<file path="config.mk">
export PLATFORM = sky130hd
export DESIGN_NAME = tah_edge
export DESIGN_NICKNAME = d
export VERILOG_FILES = /design/src/hdl/tah_pkg.sv /design/src/hdl/tah_edge.sv
export SDC_FILE = /design/constraint.sdc
export NUM_CORES = 2
export LEC_CHECK = 0
export BUFFER_PORTS_ARGS = -buffer_cell sky130_fd_sc_hd__buf_2
export CAP_MARGIN = 10
export CORE_MARGIN = 10
export CORE_UTILIZATION = 55
export CTS_CLUSTER_DIAMETER = 100
export CTS_CLUSTER_SIZE = 14
export DETAILED_ROUTE_END_ITERATION = 6
export PLACE_DENSITY = 0.81
export SLEW_MARGIN = 5
export SYNTH_ARGS = -nofsm -noshare
export SYNTH_HDL_FRONTEND = slang
export SYNTH_SLANG_ARGS = --single-unit
</file>
<file path="constraint.sdc">
create_clock -name clk -period 14.2 [get_ports clk]
set_clock_uncertainty 0.2 [all_clocks]
set_input_delay 0.71 -clock clk [delete_from_list [all_inputs] [get_ports clk]]
set_output_delay 0.71 -clock clk [all_outputs]
set_load 0.02 [all_outputs]
</file>
<file path="src/hdl/tah_pkg.sv">
// Widths and latencies of the triangle area pipeline.
package tah_pkg;
	localparam int COORD_W   = 16;
	localparam int FRAC_BITS = 8;
	localparam int DELTA_W   = COORD_W + 1;
	localparam int SQ_W      = 2 * DELTA_W;
	localparam int D2_W      = SQ_W + 2;
	localparam int ERAD_W    = D2_W + 2 * FRAC_BITS + 2;
	localparam int EROOT_W   = ERAD_W / 2;
	localparam int EDGE_W    = EROOT_W;
	localparam int S_W       = EDGE_W + 2;
	localparam int P_W       = 2 * S_W;
	localparam int PROD_W    = 2 * P_W;
	localparam int ROOT_W    = P_W;
	localparam int AREA_W    = 41;
	localparam int EDGE_LAT  = 3 + EROOT_W + 1;
	localparam int HERON_LAT = 6;
	localparam int TOTAL_LAT = EDGE_LAT + HERON_LAT + ROOT_W + 1;
endpackage

</file>
<file path="src/hdl/tah_edge.sv">
// Edge length pipeline: squared distance, then one root bit per stage, then rounding.
module tah_edge import tah_pkg::*; (
	input  logic                      clk,
	input  logic                      en,
	input  logic signed [COORD_W-1:0] p_x,
	input  logic signed [COORD_W-1:0] p_y,
	input  logic signed [COORD_W-1:0] p_z,
	input  logic signed [COORD_W-1:0] q_x,
	input  logic signed [COORD_W-1:0] q_y,
	input  logic signed [COORD_W-1:0] q_z,
	output logic        [EDGE_W-1:0]  len
);
	localparam int REM_W = EROOT_W + 2;

	logic signed [DELTA_W-1:0] dx_s1, dy_s1, dz_s1;
	logic        [SQ_W-1:0]    sx_s2, sy_s2, sz_s2;
	logic        [D2_W-1:0]    d2_s3;
	logic        [ERAD_W-1:0]  rad_s  [0:EROOT_W];
	logic        [REM_W-1:0]   rem_s  [0:EROOT_W];
	logic        [EROOT_W-1:0] root_s [0:EROOT_W];
	logic        [EDGE_W-1:0]  len_s;

	always_ff @(posedge clk) begin
		if (en) begin
			dx_s1 <= DELTA_W'(q_x) - DELTA_W'(p_x);
			dy_s1 <= DELTA_W'(q_y) - DELTA_W'(p_y);
			dz_s1 <= DELTA_W'(q_z) - DELTA_W'(p_z);
			sx_s2 <= SQ_W'(dx_s1) * SQ_W'(dx_s1);
			sy_s2 <= SQ_W'(dy_s1) * SQ_W'(dy_s1);
			sz_s2 <= SQ_W'(dz_s1) * SQ_W'(dz_s1);
			d2_s3 <= D2_W'(sx_s2) + D2_W'(sy_s2) + D2_W'(sz_s2);
		end
	end

	assign rad_s[0]  = {d2_s3, (ERAD_W - D2_W)'(0)};
	assign rem_s[0]  = '0;
	assign root_s[0] = '0;

	genvar k;
	for (k = 0; k < EROOT_W; k++) begin : g_root
		logic [REM_W+1:0] rem_sh, trial, diff;
		logic             ge;
		always_comb begin
			rem_sh = {rem_s[k], rad_s[k][ERAD_W-1 -: 2]};
			trial  = (REM_W + 2)'({root_s[k], 2'b01});
			diff   = rem_sh - trial;
			ge     = (rem_sh >= trial);
		end
		always_ff @(posedge clk) begin
			if (en) begin
				rad_s[k+1]  <= {rad_s[k][ERAD_W-3:0], 2'b00};
				rem_s[k+1]  <= ge ? diff[REM_W-1:0] : rem_sh[REM_W-1:0];
				root_s[k+1] <= {root_s[k][EROOT_W-2:0], ge};
			end
		end
	end

	logic [EROOT_W:0] rnd;
	assign rnd = (EROOT_W + 1)'(root_s[EROOT_W]) + (EROOT_W + 1)'(1);

	always_ff @(posedge clk) begin
		if (en) begin
			len_s <= rnd[EDGE_W:1];
		end
	end

	assign len = len_s;
endmodule

</file>
==> results.toml <==
[worst_setup_path]
r2r_cells = 23
cp-end-kind = "flip-flop"
critPathArrivalTime_ps = 8420
crit_fanout = 18
critPathCapture = "sy_s2[33]"
path_class = "flip-flop to flip-flop"
startpoint = "dy_s1[7]"
cp-start-kind = "flip-flop"
rr_startpoint = "dy_s1[7]"
reg2reg_slack_ps = 6110
cp.required_ps = 14530
r2r-end = "sy_s2[33]"

[die]
io_pins = 125
start_util_pct = 55.41
core.rowCount = 163
fp.dieW_um = 466.4
die_y_um = 466.4
core_area_um2 = 197800
dieArea_um2 = 217600

[route]
drt-total-wl_mm = 222.4
vias_per_cell = 5.594
wire_per_inst_um = 17.86
post-route-drc-count = 0
drtPass1Iterations = 6
vias = 69650
ant_nets = 0
drt-initial-drc-count = 5056

[clock_tree]
cts_tree = "yes"
clkTransAtPathRegs_ps = 70
postCtsSetupRepairBufs = 0
cts_root_buf = "clkbuf_16"
cts.sinks = 1603
cts_resized = 0
clockBufferDepth = 3
cts_hold_buf = 0
h-tree-depth = 4
cts_made_buffers = 137
clock_latency_ps = 810

[synthesis]
synth_flop_cell = "edfxtp_1"
ys_async_sr_fraction_pct = 0
ys_ff_latch = 1603
synth-edff-count = 1603
ys_seq_area_share_pct = 43.91
avgSynthCellArea_um2 = 11.38
synth.distinct_cells = 98
synthCells = 9635
synth.cell_area_um2 = 109600
ys_warn_count = 0

[outcome]
outcome = "finished, final reports clean"

[sta]
timing.final.crit_period_ps = 8088
fin_setup_tns_ps = 0
post-route-period-util_pct = 56.96
tightest_slew_ps = 1181
relSlewSlack_pct = 20.17
slew_violations = 0
rsz0062_at_grt = "no"
finalHoldViolCount = 0
fmax_ghz = 0.1236
finalSetupViolations = 0

[global_routing]
grt_pass1_wl_mm = 364.9
grt_max_degree = 198
grt_overflow_total = 0
antenna_found_initial = 2
grt_use_total_pct = 20.36
grt_pass1_vias = 73100

[final_layout]
final_nets = 11470
drive_gt1_share_pct = 5.015
fin_cells = 12450
layout_commonest_cell = "inv_1"
syn_to_final_growth_pct = 6.885
layout_common_cells = "inv_1, edfxtp_1, fa_1"

[place]
io_buffers = 124
dp_hpwl_mm = 169.6
gp_congestion = 0.9037
place_inst = 12290

[hold_path]
hold_path.class = "primary input to flip-flop"

[job]
drv_cap = 0
[layer usage]
layer / wire length [µm] / GRT usage (%) / up-vias
li1: - / - / 32920
met1: 86620 / 23.92 / 34480
met2: 116900 / 37.44 / 1770
met3: 8763 / 2.423 / 488
met4: 10080 / 8.634 / 2
met5: 13 / 0 / -
[cells in the mapped netlist, drive strengths merged (22+ instances only)]
library cell | n | area, µm²
a211oi | 41 | 307.8
a21boi | 23 | 172.7
a21o | 179 | 1344
a21oi | 412 | 2066
a31o | 22 | 192.7
a31oi | 51 | 319.1
and2 | 199 | 1245
and3 | 61 | 386.6
clkbuf | 130 | 488.0
edfxtp | 1603 | 48140
fa | 843 | 16880
ha | 747 | 9346
inv | 1679 | 6302
mux2 | 67 | 788.3
nand2 | 673 | 2526
nand2b | 104 | 650.6
nand3 | 128 | 645.6
nand3b | 30 | 225.2
nand4 | 55 | 359.1
nor2 | 468 | 1757
nor2b | 93 | 581.8
nor3 | 183 | 920.9
nor4 | 102 | 668.1
o21a | 100 | 750.7
o21ai | 365 | 1831
o21bai | 57 | 427.9
o31ai | 54 | 405.4
or2 | 51 | 319.1
or3 | 65 | 416.7
or4 | 47 | 352.8
xnor2 | 457 | 4003
xor2 | 313 | 2741
[area by class of cell]
| type | instances | area, µm² |
|---|---|---|
| Fill cell | 15460 | 80660 |
| Multi-Input combinational cell | 6206 | 54600 |
| Sequential cell | 1603 | 48140 |
| Inverter | 1680 | 6306 |
| Clock buffer | 138 | 3453 |
| Tap cell | 2640 | 3303 |
| Timing Repair Buffer | 158 | 960.9 |
| Clock inverter | 25 | 395.4 |
| Antenna cell | 2 | 5.005 |
[worst max-delay path, cell delays in order (launching register included)]
cell and delay [ps]:
edfxtp_1 850, and2_1 270, inv_1 60, fa_1 470
inv_1 50, fa_1 490, inv_1 60, fa_1 490
inv_1 40, ha_1 310, fa_1 540, inv_1 60
fa_1 530, inv_1 50, ha_1 390, a21o_1 250
a2111oi_1 530, o21ai_0 180, a221oi_1 700, o21a_1 320
a211oi_1 110, a2111oi_1 550, a21oi_1 170, xnor2_1 160
[registers in the layout (all words and copies together), names as in the netlist, 27 cells and up]
name,flops
g_root.trial,351
root_s,27
sx_s2,33
g_root.rem_sh,740
rad_s,272
sy_s2,33
d2_s3,36
len,27
sz_s2,33
[worst min-delay path by stage]
| stage | startpoint | end | slack, ps | depth (start not counted) |
|---|---|---|---|---|
| 3_5_place_dp | rad_s[860] | g_root[13].rem_sh[0] | 200 | 0 |
| 5_1_grt | p_y[0] | dy_s1[0] | 100 | 3 |
| 2_1_floorplan | rad_s[1022] | g_root[10].rem_sh[0] | 200 | 0 |
| 6_report | p_y[0] | dy_s1[0] | 120 | 3 |
| 4_1_cts | p_y[0] | dy_s1[0] | 70 | 3 |
| 3_3_place_gp | rad_s[909] | rad_s[857] | 200 | 0 |
[metrics by stage]
step / worst slack (ps) / instance area (µm²) / hold slack [ps] / utilization [%]
finish: 6112 / 117200 / 117.8 / 59.23
global route: 5632 / 117200 / 99.12 / 59.23
CTS: 6170 / 117100 / 67.49 / 59.21
detailed placement: 6215 / 113300 / 204.5 / 57.26
global placement: 6333 / 113300 / 200.5 / 57.26
floorplan: 7064 / 109600 / 200.3 / -
[logic make-up after synthesis]
logic type / after synthesis / share of synthesized area [%]
other: 1 / 0.003421
multiplexers: 85 / 0.8835
flip-flops: 1603 / 43.91
AO/OA/AOI/OAI: 1450 / 8.342
buffers and inverters: 1829 / 6.296
AND/OR/NAND/NOR: 2307 / 10.49
adder cells (fa/ha/maj): 1590 / 23.92
XOR/XNOR: 770 / 6.152
Power is left out: the tool's default activity adds up to more than one toggle a clock period on the data nets, which glitch-free logic cannot reach.
